$ cat src/rtl/core/scl_pkg.sv
// Shared types, codes and keyword tables for the serial command line decoder.
`default_nettype none

package scl_pkg;

    localparam int unsigned LINE_CAPACITY_DEFAULT = 128;

    localparam int unsigned ACC_W = 17;
    localparam logic [ACC_W-1:0] ACC_SAT = 17'd65536;
    localparam logic [ACC_W-1:0] VALUE_MAX = 17'd65535;
    localparam logic [ACC_W-1:0] MARKER_MAX = 17'd255;

    localparam int unsigned KW_COUNT = 5;
    localparam logic [2:0] KW_CLR = 3'd0;
    localparam logic [2:0] KW_LOADED = 3'd1;
    localparam logic [2:0] KW_START = 3'd2;
    localparam logic [2:0] KW_STOP = 3'd3;
    localparam logic [2:0] KW_DATA = 3'd4;

    localparam logic [2:0] FIELD_COUNT = 3'd4;

    localparam logic [7:0] CH_LF = 8'h0A;
    localparam logic [7:0] CH_CR = 8'h0D;
    localparam logic [7:0] CH_COMMA = 8'h2C;
    localparam logic [7:0] CH_ZERO = 8'h30;
    localparam logic [7:0] CH_NINE = 8'h39;

    localparam logic [2:0] STOP_LEN = 3'd4;

    typedef enum logic [3:0] {
        EV_CLR         = 4'd0,
        EV_LOADED      = 4'd1,
        EV_START       = 4'd2,
        EV_STOP        = 4'd3,
        EV_DATA        = 4'd4,
        EV_UNKNOWN     = 4'd5,
        EV_BAD_DATA    = 4'd6,
        EV_RANGE       = 4'd7,
        EV_TOO_LONG    = 4'd8,
        EV_RX_OVERFLOW = 4'd9
    } t_event;

    typedef struct packed {
        logic       action;
        logic [7:0] rx_byte;
    } t_cmd;

    typedef struct packed {
        t_event      event_res;
        logic        fast_stop;
        logic [15:0] value_a;
        logic [15:0] value_b;
        logic [15:0] value_c;
        logic [15:0] value_d;
        logic [7:0]  marker;
    } t_evt;

    function automatic logic [3:0] kw_len(input logic [2:0] k);
        logic [3:0] n;
        case (k)
            KW_CLR:    n = 4'd3;
            KW_LOADED: n = 4'd9;
            KW_START:  n = 4'd5;
            KW_STOP:   n = 4'd4;
            KW_DATA:   n = 4'd5;
            default:   n = 4'd0;
        endcase
        return n;
    endfunction

    function automatic logic [7:0] kw_char(input logic [2:0] k, input logic [3:0] p);
        logic [71:0] s;
        logic [3:0]  n;
        int          sh;
        n = kw_len(k);
        case (k)
            KW_CLR:    s = 72'("CLR");
            KW_LOADED: s = 72'({"LOAD_", "DONE"});
            KW_START:  s = 72'("START");
            KW_STOP:   s = 72'("STOP");
            KW_DATA:   s = 72'("DATA,");
            default:   s = '0;
        endcase
        sh = 8 * (int'(n) - 1 - int'(p));
        if (p < n) begin
            return s[sh +: 8];
        end
        return 8'h00;
    endfunction

    function automatic logic [7:0] stop_char(input logic [1:0] p);
        logic [7:0] c;
        case (p)
            2'd0:    c = 8'h53;
            2'd1:    c = 8'h54;
            2'd2:    c = 8'h4F;
            default: c = 8'h50;
        endcase
        return c;
    endfunction

endpackage

`default_nettype wire

$ cat src/rtl/core/scl_cmd_if.sv
// Stream interface that carries received byte beats into the decoder.
`default_nettype none

interface scl_cmd_if;
    import scl_pkg::*;

    logic valid;
    logic ready;
    t_cmd payload;

    modport source (output valid, output payload, input ready);
    modport sink (input valid, input payload, output ready);
endinterface

`default_nettype wire

$ cat src/rtl/core/scl_evt_if.sv
// Stream interface that carries decoded line events out of the decoder.
`default_nettype none

interface scl_evt_if;
    import scl_pkg::*;

    logic valid;
    logic ready;
    t_evt payload;

    modport source (output valid, output payload, input ready);
    modport sink (input valid, input payload, output ready);
endinterface

`default_nettype wire

$ cat src/rtl/core/scl_stop_matcher.sv
// Fast matcher that flags a line consisting of exactly STOP.
`default_nettype none

module scl_stop_matcher (
    input  wire logic         i_clk,
    input  wire logic         i_rst_n,
    input  wire logic         i_step,
    input  wire scl_pkg::t_cmd i_cmd,
    output logic              o_fast
);
    import scl_pkg::*;

    logic [2:0] r_pos;
    logic [2:0] n_pos;
    logic       r_dead;
    logic       n_dead;

    assign o_fast = !r_dead && (r_pos == STOP_LEN);

    always_comb begin
        n_pos = r_pos;
        n_dead = r_dead;
        if (i_step && !i_cmd.action) begin
            if (i_cmd.rx_byte == CH_LF) begin
                n_pos = '0;
                n_dead = 1'b0;
            end else if (i_cmd.rx_byte != CH_CR && !r_dead) begin
                if (r_pos < STOP_LEN && i_cmd.rx_byte == stop_char(r_pos[1:0])) begin
                    n_pos = r_pos + 3'd1;
                end else begin
                    n_dead = 1'b1;
                end
            end
        end
    end

    always_ff @(posedge i_clk) begin
        if (!i_rst_n) begin
            r_pos <= '0;
            r_dead <= 1'b0;
        end else begin
            r_pos <= n_pos;
            r_dead <= n_dead;
        end
    end

endmodule

`default_nettype wire

$ cat src/rtl/core/scl_line_decoder.sv
// Per-byte line decoder: keyword matching, data field parsing and event selection.
`default_nettype none

module scl_line_decoder #(
    parameter int unsigned LINE_CAPACITY = scl_pkg::LINE_CAPACITY_DEFAULT
) (
    input  wire logic          i_clk,
    input  wire logic          i_rst_n,
    input  wire logic          i_step,
    input  wire scl_pkg::t_cmd i_cmd,
    input  wire logic          i_fast,
    output logic               o_res_valid,
    output scl_pkg::t_evt      o_res
);
    import scl_pkg::*;

    localparam int unsigned LW = $clog2(LINE_CAPACITY);
    localparam logic [LW-1:0] LEN_LIMIT = LW'(LINE_CAPACITY - 1);

    logic [LW-1:0]      r_len;
    logic [LW-1:0]      n_len;
    logic               r_too_long;
    logic               n_too_long;
    logic [KW_COUNT-1:0] r_alive;
    logic [KW_COUNT-1:0] n_alive;
    logic [2:0]         r_idx;
    logic [2:0]         n_idx;
    logic [ACC_W-1:0]   r_acc;
    logic [ACC_W-1:0]   n_acc;
    logic               r_digit;
    logic               n_digit;
    logic               r_bad;
    logic               n_bad;
    logic               r_big;
    logic               n_big;
    logic [15:0]        r_fv [4];

    logic               fv_we;
    logic [1:0]         fv_sel;
    logic [7:0]         ch;
    logic [19:0]        prod;
    t_event             ev;

    assign ch = i_cmd.rx_byte;
    assign prod = {r_acc, 3'b000} + {2'b00, r_acc, 1'b0} + {16'h0000, 4'(ch - CH_ZERO)};

    always_comb begin
        ev = EV_UNKNOWN;
        if (r_too_long) begin
            ev = EV_TOO_LONG;
        end else if (r_alive[KW_CLR] && r_len == LW'(kw_len(KW_CLR))) begin
            ev = EV_CLR;
        end else if (r_alive[KW_LOADED] && r_len == LW'(kw_len(KW_LOADED))) begin
            ev = EV_LOADED;
        end else if (r_alive[KW_START] && r_len == LW'(kw_len(KW_START))) begin
            ev = EV_START;
        end else if (r_alive[KW_STOP] && r_len == LW'(kw_len(KW_STOP))) begin
            ev = EV_STOP;
        end else if (r_alive[KW_DATA] && r_len >= LW'(kw_len(KW_DATA))) begin
            if (r_bad || r_idx != FIELD_COUNT || !r_digit) begin
                ev = EV_BAD_DATA;
            end else if (r_big || r_acc > MARKER_MAX) begin
                ev = EV_RANGE;
            end else begin
                ev = EV_DATA;
            end
        end
    end

    always_comb begin
        n_len = r_len;
        n_too_long = r_too_long;
        n_alive = r_alive;
        n_idx = r_idx;
        n_acc = r_acc;
        n_digit = r_digit;
        n_bad = r_bad;
        n_big = r_big;
        fv_we = 1'b0;
        fv_sel = r_idx[1:0];
        o_res_valid = 1'b0;
        o_res = '0;

        if (i_step) begin
            if (i_cmd.action || ch == CH_LF) begin
                if (i_cmd.action) begin
                    o_res_valid = 1'b1;
                    o_res.event_res = EV_RX_OVERFLOW;
                end else if (r_too_long || r_len != '0) begin
                    o_res_valid = 1'b1;
                    o_res.event_res = ev;
                    o_res.fast_stop = i_fast;
                    if (ev == EV_DATA) begin
                        o_res.value_a = r_fv[0];
                        o_res.value_b = r_fv[1];
                        o_res.value_c = r_fv[2];
                        o_res.value_d = r_fv[3];
                        o_res.marker = r_acc[7:0];
                    end
                end
                n_len = '0;
                n_too_long = 1'b0;
                n_alive = '1;
                n_idx = '0;
                n_acc = '0;
                n_digit = 1'b0;
                n_bad = 1'b0;
                n_big = 1'b0;
            end else if (ch != CH_CR) begin
                if (r_len < LEN_LIMIT) begin
                    for (int k = 0; k < KW_COUNT; k++) begin
                        if (r_alive[k]) begin
                            if (r_len < LW'(kw_len(3'(k)))) begin
                                if (kw_char(3'(k), r_len[3:0]) != ch) begin
                                    n_alive[k] = 1'b0;
                                end
                            end else if (3'(k) != KW_DATA) begin
                                n_alive[k] = 1'b0;
                            end
                        end
                    end
                    if (r_len >= LW'(kw_len(KW_DATA)) && r_alive[KW_DATA] && !r_bad) begin
                        if (ch >= CH_ZERO && ch <= CH_NINE) begin
                            n_acc = (prod > 20'(ACC_SAT)) ? ACC_SAT : prod[ACC_W-1:0];
                            n_digit = 1'b1;
                        end else if (ch == CH_COMMA) begin
                            if (!r_digit || r_idx >= FIELD_COUNT) begin
                                n_bad = 1'b1;
                            end else begin
                                if (r_acc > VALUE_MAX) begin
                                    n_big = 1'b1;
                                end
                                fv_we = 1'b1;
                                n_idx = r_idx + 3'd1;
                                n_acc = '0;
                                n_digit = 1'b0;
                            end
                        end else begin
                            n_bad = 1'b1;
                        end
                    end
                    n_len = r_len + LW'(1);
                end else begin
                    n_too_long = 1'b1;
                end
            end
        end
    end

    always_ff @(posedge i_clk) begin
        if (!i_rst_n) begin
            r_len <= '0;
            r_too_long <= 1'b0;
            r_alive <= '1;
            r_idx <= '0;
            r_acc <= '0;
            r_digit <= 1'b0;
            r_bad <= 1'b0;
            r_big <= 1'b0;
        end else begin
            r_len <= n_len;
            r_too_long <= n_too_long;
            r_alive <= n_alive;
            r_idx <= n_idx;
            r_acc <= n_acc;
            r_digit <= n_digit;
            r_bad <= n_bad;
            r_big <= n_big;
        end
    end

    always_ff @(posedge i_clk) begin
        if (fv_we) begin
            r_fv[fv_sel] <= r_acc[15:0];
        end
    end

endmodule

`default_nettype wire

$ cat src/rtl/core/serial_command_line_decoder.sv
// A byte beat in the input register is decoded from there; any event it yields goes to
// the output register. Throughput: one beat per cycle; the input register is freed whenever
// the output register is empty or being read, so only an unread waiting event stalls input.
// Reset (synchronous, active low) clears the line state, the STOP matcher and both valid
// flags; the four stored data values are not reset and are only read once rewritten.
`default_nettype none

module serial_command_line_decoder #(
    parameter int unsigned LINE_CAPACITY = scl_pkg::LINE_CAPACITY_DEFAULT
) (
    input  wire logic i_clk,
    input  wire logic i_rst_n,
    scl_cmd_if.sink   i_cmd,
    scl_evt_if.source o_evt
);
    import scl_pkg::*;

    logic r_in_valid;
    t_cmd r_in;
    logic r_out_valid;
    t_evt r_out;
    logic proc;
    logic fast;
    logic res_valid;
    t_evt res;

    assign proc = r_in_valid && (!r_out_valid || o_evt.ready);
    assign i_cmd.ready = !r_in_valid || proc;
    assign o_evt.valid = r_out_valid;
    assign o_evt.payload = r_out;

    scl_stop_matcher u_stop (
        .i_clk   (i_clk),
        .i_rst_n (i_rst_n),
        .i_step  (proc),
        .i_cmd   (r_in),
        .o_fast  (fast)
    );

    scl_line_decoder #(
        .LINE_CAPACITY (LINE_CAPACITY)
    ) u_line (
        .i_clk       (i_clk),
        .i_rst_n     (i_rst_n),
        .i_step      (proc),
        .i_cmd       (r_in),
        .i_fast      (fast),
        .o_res_valid (res_valid),
        .o_res       (res)
    );

    always_ff @(posedge i_clk) begin
        if (!i_rst_n) begin
            r_in_valid <= 1'b0;
            r_out_valid <= 1'b0;
        end else begin
            if (i_cmd.valid && i_cmd.ready) begin
                r_in_valid <= 1'b1;
            end else if (proc) begin
                r_in_valid <= 1'b0;
            end
            if (o_evt.ready) begin
                r_out_valid <= 1'b0;
            end
            if (proc && res_valid) begin
                r_out_valid <= 1'b1;
            end
        end
    end

    always_ff @(posedge i_clk) begin
        if (i_cmd.valid && i_cmd.ready) begin
            r_in <= i_cmd.payload;
        end
        if (proc && res_valid) begin
            r_out <= res;
        end
    end

endmodule

`default_nettype wire

$ cat src/flat_wrapper.sv
// flat-port wrapper written by rule: the top's interface ports become plain ports
module serial_command_line_decoder_flat import scl_pkg::*;
#(
    parameter int unsigned LINE_CAPACITY = scl_pkg::LINE_CAPACITY_DEFAULT
)
  (i_clk, i_rst_n, i_cmd_valid, i_cmd_payload, i_cmd_ready, o_evt_valid, o_evt_payload, o_evt_ready);
  scl_cmd_if i_cmd_i ();
  scl_evt_if o_evt_i ();
  input  wire logic i_clk;
  input  wire logic i_rst_n;
  input wire logic [$bits(i_cmd_i.valid)-1:0] i_cmd_valid;
  input wire logic [$bits(i_cmd_i.payload)-1:0] i_cmd_payload;
  output wire logic [$bits(i_cmd_i.ready)-1:0] i_cmd_ready;
  output wire logic [$bits(o_evt_i.valid)-1:0] o_evt_valid;
  output wire logic [$bits(o_evt_i.payload)-1:0] o_evt_payload;
  input wire logic [$bits(o_evt_i.ready)-1:0] o_evt_ready;
  assign i_cmd_i.valid = i_cmd_valid;
  assign i_cmd_i.payload = i_cmd_payload;
  assign i_cmd_ready = i_cmd_i.ready;
  assign o_evt_valid = o_evt_i.valid;
  assign o_evt_payload = o_evt_i.payload;
  assign o_evt_i.ready = o_evt_ready;
  serial_command_line_decoder #(.LINE_CAPACITY(LINE_CAPACITY)) u_core (.i_clk(i_clk), .i_rst_n(i_rst_n), .i_cmd(i_cmd_i), .o_evt(o_evt_i));
endmodule
$ cat config.mk
export PLATFORM = sky130hd
export DESIGN_NAME = serial_command_line_decoder_flat
export DESIGN_NICKNAME = d
export VERILOG_FILES = /design/src/rtl/core/scl_pkg.sv /design/src/rtl/core/scl_cmd_if.sv /design/src/rtl/core/scl_evt_if.sv /design/src/rtl/core/scl_stop_matcher.sv /design/src/rtl/core/scl_line_decoder.sv /design/src/rtl/core/serial_command_line_decoder.sv /design/src/flat_wrapper.sv
export SDC_FILE = /design/constraint.sdc
export NUM_CORES = 1
export LEC_CHECK = 0
export ABC_AREA = 1
export BUFFER_PORTS_ARGS = -buffer_cell sky130_fd_sc_hd__buf_2
export CELL_PAD_IN_SITES_DETAIL_PLACEMENT = 2
export CELL_PAD_IN_SITES_GLOBAL_PLACEMENT = 2
export CORE_UTILIZATION = 41
export DETAILED_ROUTE_END_ITERATION = 16
export PLACE_DENSITY_LB_ADDON = 0.1
export SETUP_SLACK_MARGIN = 0.1
export SYNTH_ARGS = -nofsm -noshare
export SYNTH_HDL_FRONTEND = slang
export SYNTH_SLANG_ARGS = --single-unit
$ cat constraint.sdc
create_clock -name i_clk -period 9.2 [get_ports i_clk]
set_input_delay 0.92 -clock i_clk [delete_from_list [all_inputs] [get_ports i_clk]]
set_output_delay 0.92 -clock i_clk [all_outputs]
set_load 0.005 [all_outputs]
# After elaboration in Yosys (flattened, before gate mapping)
# Memories as Yosys holds them, arrays and structs flattened.
# Index checks and enable logic that the tools add are counted.
dict set report op_classes {
  addsub 16
  mul 0
  n_div 0
  n_lt_le_gt_ge 19
  n_eq_ne 24
  shift 5
  mux 260
  n_bitwise 4
  n_reduce_logical 51
}
# cell count
set op_table {}
lappend op_table {{two-way mux 72 bit} 31}
lappend op_table {{variable part select 72 x 9 -> 8 bit} 5}
lappend op_table {{two-way mux 8 bit} 43}
lappend op_table {{two-way mux 4 bit} 57}
lappend op_table {{two-way mux 17 bit} 8}
lappend op_table {{two-way mux 1 bit} 96}
lappend op_table {{two-way mux 77 bit} 1}
lappend op_table {{two-way mux 3 bit} 14}
lappend op_table {{!= test 8 bit} 5}
lappend op_table {{< comparator 7 x 4 -> 1 bit} 5}
lappend op_table {{subtractor 5 x 5 -> 6 bit} 5}
lappend op_table {{subtractor 4 x 1 -> 5 bit (second input constant)} 5}
lappend op_table {{two-way mux 7 bit} 3}
lappend op_table {{adder 20 x 18 -> 20 bit} 1}
lappend op_table {{adder 20 x 4 -> 20 bit} 1}
lappend op_table {{> comparator 20 x 17 -> 1 bit (second input constant)} 1}
lappend op_table {{< comparator 4 bit} 5}
lappend op_table {{nonzero test 2 bit} 9}
lappend op_table {{> comparator 17 x 16 -> 1 bit (second input constant)} 1}
lappend op_table {{> comparator 17 x 8 -> 1 bit (second input constant)} 1}
lappend op_table {{two-way mux 5 bit} 3}
lappend op_table {{case mux 5 bit (3 select lines)} 1}
lappend op_table {{== test 7 x 3 -> 1 bit (second input constant)} 2}
lappend op_table {{logical AND 1 bit} 14}
lappend op_table {{36 further kinds} 62}
dict set report totals {
  ff_bits 128
  latchBits 0
  ram_bits 64
  rom_bits 0
  out_inout_bits 79
  elab_cells 402
  n_memories 1
}
# name words word_bits rd rd_ports_with_merged_regs wr line_no
set memory_table {}
lappend memory_table {u_core.u_line.r_fv 4 16 4 0 1 scl_line_decoder.sv:36} ;# logic [15:0] r_fv [4];

# Longest topological paths before layout
dict set report depth {
  word_depth 34
  ltp_mapped 20
  mapped_depth_nobuf 18
}

# By module
# Synthesis repeated with hierarchy kept, for this count alone.
dict set report unflattened {
  hier_cells 1086
  hier_area_um2 9960.8
}
# module instances cells_per_inst area_each_um2 seq_area_each_um2
set modules_own_cells {}
lappend modules_own_cells {scl_line_decoder 1 906 6772.7 2642.5}
lappend modules_own_cells {serial_command_line_decoder 1 103 2690.1 2622.5}
lappend modules_own_cells {scl_stop_matcher 1 77 498.0 80.1}

# Least setup slack after synthesis
# No wires, ideal clock.
dict set report synth_path {
  kind {input to register}
  start {input o_evt_ready}
  end {register u_core.r_out (netlist bit u_core.o_evt.payload[73]), data pin}
  t_arrival_ns 5.630
  setup_slack_ns 3.402
  stages 8
  n_path_buf 0
  path_cell_list {inv_1 > nand2_1 > nand2_1 > inv_1 > nand2_8 > a21oi_1 > inv_1 > a21oi_1}
}
dict set report synth_via {
  elab_chain_cells 3
}
# element line_no
set synth_rtl {}
lappend synth_rtl {{start, declared} flat_wrapper.sv:16} ;# input wire logic [$bits(o_evt_i.ready)-1:0] o_evt_ready;
lappend synth_rtl {{logical OR 1 bit} serial_command_line_decoder.sv:27} ;# assign proc = r_in_valid && (!r_out_valid || o_evt.ready);
lappend synth_rtl {{logical AND 1 bit} serial_command_line_decoder.sv:27}
lappend synth_rtl {{AND reduction 2 bit (no line)} n/a}
lappend synth_rtl {{end signal, assigned} serial_command_line_decoder.sv:76} ;# r_out <= res;
lappend synth_rtl {{end, declared} serial_command_line_decoder.sv:21} ;# t_evt r_out;
# Every way passes these cells.
# A chain may end at the register's enable or synchronous reset.

# Worst setup path after layout
dict set report layout_path {
  start {register u_core.u_line.r_acc[2]}
  end {register u_core.u_line.r_acc[16]}
}
dict set report layout_via {
  elab_chain_cells 9
}
# element line_no
set layout_rtl {}
lappend layout_rtl {{start, declared} scl_line_decoder.sv:28} ;# logic [ACC_W-1:0] r_acc;
lappend layout_rtl {{start signal, assigned} scl_line_decoder.sv:165} ;# r_acc <= n_acc;
lappend layout_rtl {{adder 20 x 18 -> 20 bit *} scl_line_decoder.sv:45} ;# assign prod = {r_acc, 3'b000} + {2'b00, r_acc, 1'b0} + {16'h0000, 4'(ch - CH_ZERO)};
lappend layout_rtl {{adder 20 x 4 -> 20 bit *} scl_line_decoder.sv:45}
lappend layout_rtl {{> comparator 20 x 17 -> 1 bit} scl_line_decoder.sv:124} ;# n_acc = (prod > 20'(ACC_SAT)) ? ACC_SAT : prod[ACC_W-1:0];
lappend layout_rtl {{two-way mux 17 bit *} scl_line_decoder.sv:124}
lappend layout_rtl {{two-way mux 17 bit *} scl_line_decoder.sv:123} ;# if (ch >= CH_ZERO && ch <= CH_NINE) begin
lappend layout_rtl {{two-way mux 17 bit *} scl_line_decoder.sv:122} ;# if (r_len >= LW'(kw_len(KW_DATA)) && r_alive[KW_DATA] && !r_bad) begin
lappend layout_rtl {{two-way mux 17 bit *} scl_line_decoder.sv:110} ;# if (r_len < LEN_LIMIT) begin
lappend layout_rtl {{two-way mux 17 bit *} scl_line_decoder.sv:109} ;# end else if (ch != CH_CR) begin
lappend layout_rtl {{two-way mux 17 bit *} scl_line_decoder.sv:85} ;# if (i_cmd.action || ch == CH_LF) begin
# Mark *: on every way between the ends. The rest lies on a longest branch, timed or not. The select of a mux whose other input is x is not followed.

==> flow_metrics.env <==
export IMPL_failed_checks="DRC"
export IMPL_maxSlewViolCount=0
export IMPL_yosys_top_cells_area="edfxtp_1 46%, dfxtp_1 8.6%, nand2_1 7.6%"
export IMPL_layout_min_cycle_time_ns=3.74
export IMPL_rows=56
export IMPL_drt_first_pass_iters=10
export IMPL_die_w_um=156
export IMPL_grt_pass1_vias=8364
export IMPL_ys_ff_latch=192
export IMPL_synth_top_area_frac=0.461
export IMPL_period_share=0.407
export IMPL_grt_pass1_wl_mm=50.6
export IMPL_track_usage=0.282
export IMPL_drt_first_iter_violations=413
export IMPL_syn_to_final_growth_pct=13.7
export IMPL_synth_most_common_cell="nand2_1"
export IMPL_antenna_left=0
export IMPL_clk_pin_slew_ns=0.08
export IMPL_antenna_found_initial=1
export IMPL_crit_arrival_ns=4.04
export IMPL_ys_seq_area_frac=0.547
export IMPL_synthArstFlopShare=0
export IMPL_yosysUniqueCellTypes=53
export IMPL_wl_per_cell_um=22.6
export IMPL_rsz0062_at_grt="false"
export IMPL_p_leak_nw=4.81
export IMPL_fp_dieH_um=156
export IMPL_clock_latency_ns=0.46
export IMPL_worst_slack_ns=5.46
export IMPL_post_cts_resized=0
export IMPL_syn_area_per_cell_um2=9.49
export IMPL_reg2reg_slack_ns=5.46
export IMPL_vias_per_cell=5.30
export IMPL_instances_no_fill=1455
export IMPL_slew_headroom=0.298
export IMPL_pre_cts_slack_ns=5.60
export IMPL_synth_fa_ha_area_frac=0.0669
export IMPL_synthCells=1029
export IMPL_dieArea_um2=24400
export IMPL_drc_errors=1
export IMPL_yosys_top_cells_count="198 x nand2_1, 159 x inv_1, 150 x edfxtp_1, 105 x nor2_1, 64 x a21oi_1"
export IMPL_htree_levels=4
export IMPL_yosys_area_share_simple=0.223
export IMPL_place_area_um2=10500
export IMPL_end_kind="flop"
export IMPL_yosys_area_share_xor_xnor=0.0117
export IMPL_p_per_area_nw_per_um2=162
export IMPL_antennaDiodeCount=0
export IMPL_required_ns=9.50
export IMPL_routed_wirelength_mm=32.8
export IMPL_fin_tns_setup_ns=0
export IMPL_syn_num_nets=1093
export IMPL_cts_buffers_inserted=17
export IMPL_clock_fmax_mhz=267
export IMPL_status="finished, violations left"
export IMPL_io_buffers=91
export IMPL_dp_hpwl_mm=23.9
export IMPL_synth_edf_count=150
export IMPL_synth_cell_area_um2=9770
export IMPL_finalHoldViolations=0
export IMPL_skew_ns=0.0133
export IMPL_nNetsFinal=1187
export IMPL_cts_sinks=192
export IMPL_ctsHoldBuffers=0
export IMPL_synth_top_family_by_area="simple AND/OR/NAND/NOR gates"
export IMPL_r2r_end="u_core.u_line.r_acc[16]"
export IMPL_start_kind="flop"
export IMPL_yosys_warnings=0
export IMPL_critical_path_class="flop to flop"
export IMPL_post_cts_buffers=0
export IMPL_synthMuxAreaShare=0
export IMPL_cts_tree="done"
export IMPL_drive_above_1_share=0.182
export IMPL_hold_class="flop to flop"
export IMPL_final_cell_area_um2=11100
export IMPL_synth_compound_area_frac=0.0652
export IMPL_max_slew_worst_pin_slew_ns=1.05
export IMPL_synth_largest_area_cell="edfxtp_1"
export IMPL_ys_flop_type="edfxtp_1"
export IMPL_io_pins=92
export IMPL_r2r_start="u_core.u_line.r_acc[2]"
export IMPL_setup_viol=0
export IMPL_crit_end="u_core.u_line.r_acc[16]"
export IMPL_r2r_cells=18
export IMPL_grt_max_degree=77
export IMPL_cap_violations=0
export IMPL_core_region_area_um2=23400
export IMPL_vias=7711
export IMPL_start_util=0.417
export IMPL_grt_ovfl_total=0
export IMPL_dpl_cell_count=1423
export IMPL_clockBufferDepth=2
export IMPL_cp_max_fo=17
export IMPL_ir_drop_mv=0.112
export IMPL_cts_root_buf="clkbuf_16"
export IMPL_gp_congestion=0.848
export IMPL_crit_start="u_core.u_line.r_acc[2]"
metal layers:
metal | GRT usage | share of wire | vias up
met5 | 0 | 0.00040 | -
met4 | 0.0775 | 0.017 | 2
met3 | 0.0474 | 0.043 | 47
met2 | 0.486 | 0.50 | 217
met1 | 0.363 | 0.44 | 3860
li1 | - | - | 3585
worst max-delay path, stage by stage (launching register included):
cell and delay [ns]:
dfxtp_1 0.66, inv_1 0.26, fa_1 0.64, inv_1 0.06
ha_1 0.20, nand2_1 0.10, nand2_1 0.07, nand2_1 0.09
nand2_1 0.06, nand2_1 0.09, nand3_2 0.15, nand2_1 0.16
nand2_1 0.08, nand2_1 0.09, nand4_1 0.17, nor2_4 0.38
nand2_1 0.12, nand2_1 0.11, a21oi_1 0.07
power by group:
group	switching (mW)	internal, mW	total [mW]
clock	0.391	0.369	0.760
combinational	0.0657	0.0280	0.0937
sequential	0.0118	0.936	0.948
total	0.468	1.33	1.80
state kept, by name, indices dropped and copies added, names as in the netlist:
register / count
u_core.u_line.r_bad: 1
u_core.u_stop.r_dead: 1
u_core.o_evt.valid: 1
u_core.r_in: 9
u_core.u_line.r_digit: 1
u_core.u_line.r_alive: 5
u_core.o_evt.payload: 77
u_core.u_line.r_acc: 17
u_core.r_in_valid: 1
u_core.u_line.r_big: 1
u_core.u_line.r_idx: 3
u_core.u_stop.r_pos: 3
u_core.u_line.r_too_long: 1
u_core.u_line.r_fv: 64
u_core.u_line.r_len: 7
kinds of logic (layout without fill, tap and decap cells):
family | Yosys count | in the layout
adder cells (fa/ha/maj) | 51 | 51
AO/OA/AOI/OAI | 110 | 110
flip-flops | 192 | 192
AND/OR/NAND/NOR | 469 | 469
XOR/XNOR | 13 | 13
buffers and inverters | 194 | 301
through the flow:
step / power [mW] / util / hold WS (ns)
4_1_cts: 1.81 / 0.475 / 0.462
3_5_place_dp: 1.06 / 0.449 / 0.454
2_1_floorplan: 1.03 / - / 0.412
6_report: 1.80 / 0.475 / 0.463
5_1_grt: 1.86 / 0.475 / 0.491
3_3_place_gp: 1.05 / 0.448 / 0.424
how the worst min path moves through the flow:
stage / from / cells past startpoint / to
after global routing: u_core.u_line.r_alive[4] / 2 / u_core.u_line.r_alive[4]
after floorplan: u_core.u_line.r_alive[4] / 2 / u_core.u_line.r_alive[4]
after CTS: u_core.u_line.r_alive[4] / 2 / u_core.u_line.r_alive[4]
final: u_core.u_line.r_alive[4] / 2 / u_core.u_line.r_alive[4]
after detailed placement: u_core.u_line.r_alive[0] / 2 / u_core.u_line.r_alive[0]
after global placement: u_core.u_line.r_alive[4] / 2 / u_core.u_line.r_alive[4]
placed cells by master (no fill, tap or decap), drive strengths merged:
cell type and n:
a211oi 1, a21boi 1, a21o 3, a21oi 67
a22oi 2, a31oi 2, a41oi 1, buf 96
clkbuf 17, clkinv 12, dfxtp 42, edfxtp 150
fa 2, ha 49, inv 176, nand2 207
nand3 66, nand3b 3, nand4 15, nor2 147
nor3 21, nor4 7, o2111ai 2, o211ai 3
o21ai 22, o21bai 2, o221a 1, o2bb2ai 1
o31ai 1, o32ai 1, or2 3, xnor2 5
xor2 8
final cells by class:
class / count / area (um^2)
Tap cell: 319 / 399
Sequential cell: 192 / 5350
Clock buffer: 17 / 425
Fill cell: 2569 / 12300
Clock inverter: 15 / 186
Timing Repair Buffer: 96 / 493
Inverter: 173 / 663
Multi-Input combinational cell: 643 / 3600
(Power assumes the default switching activity.)
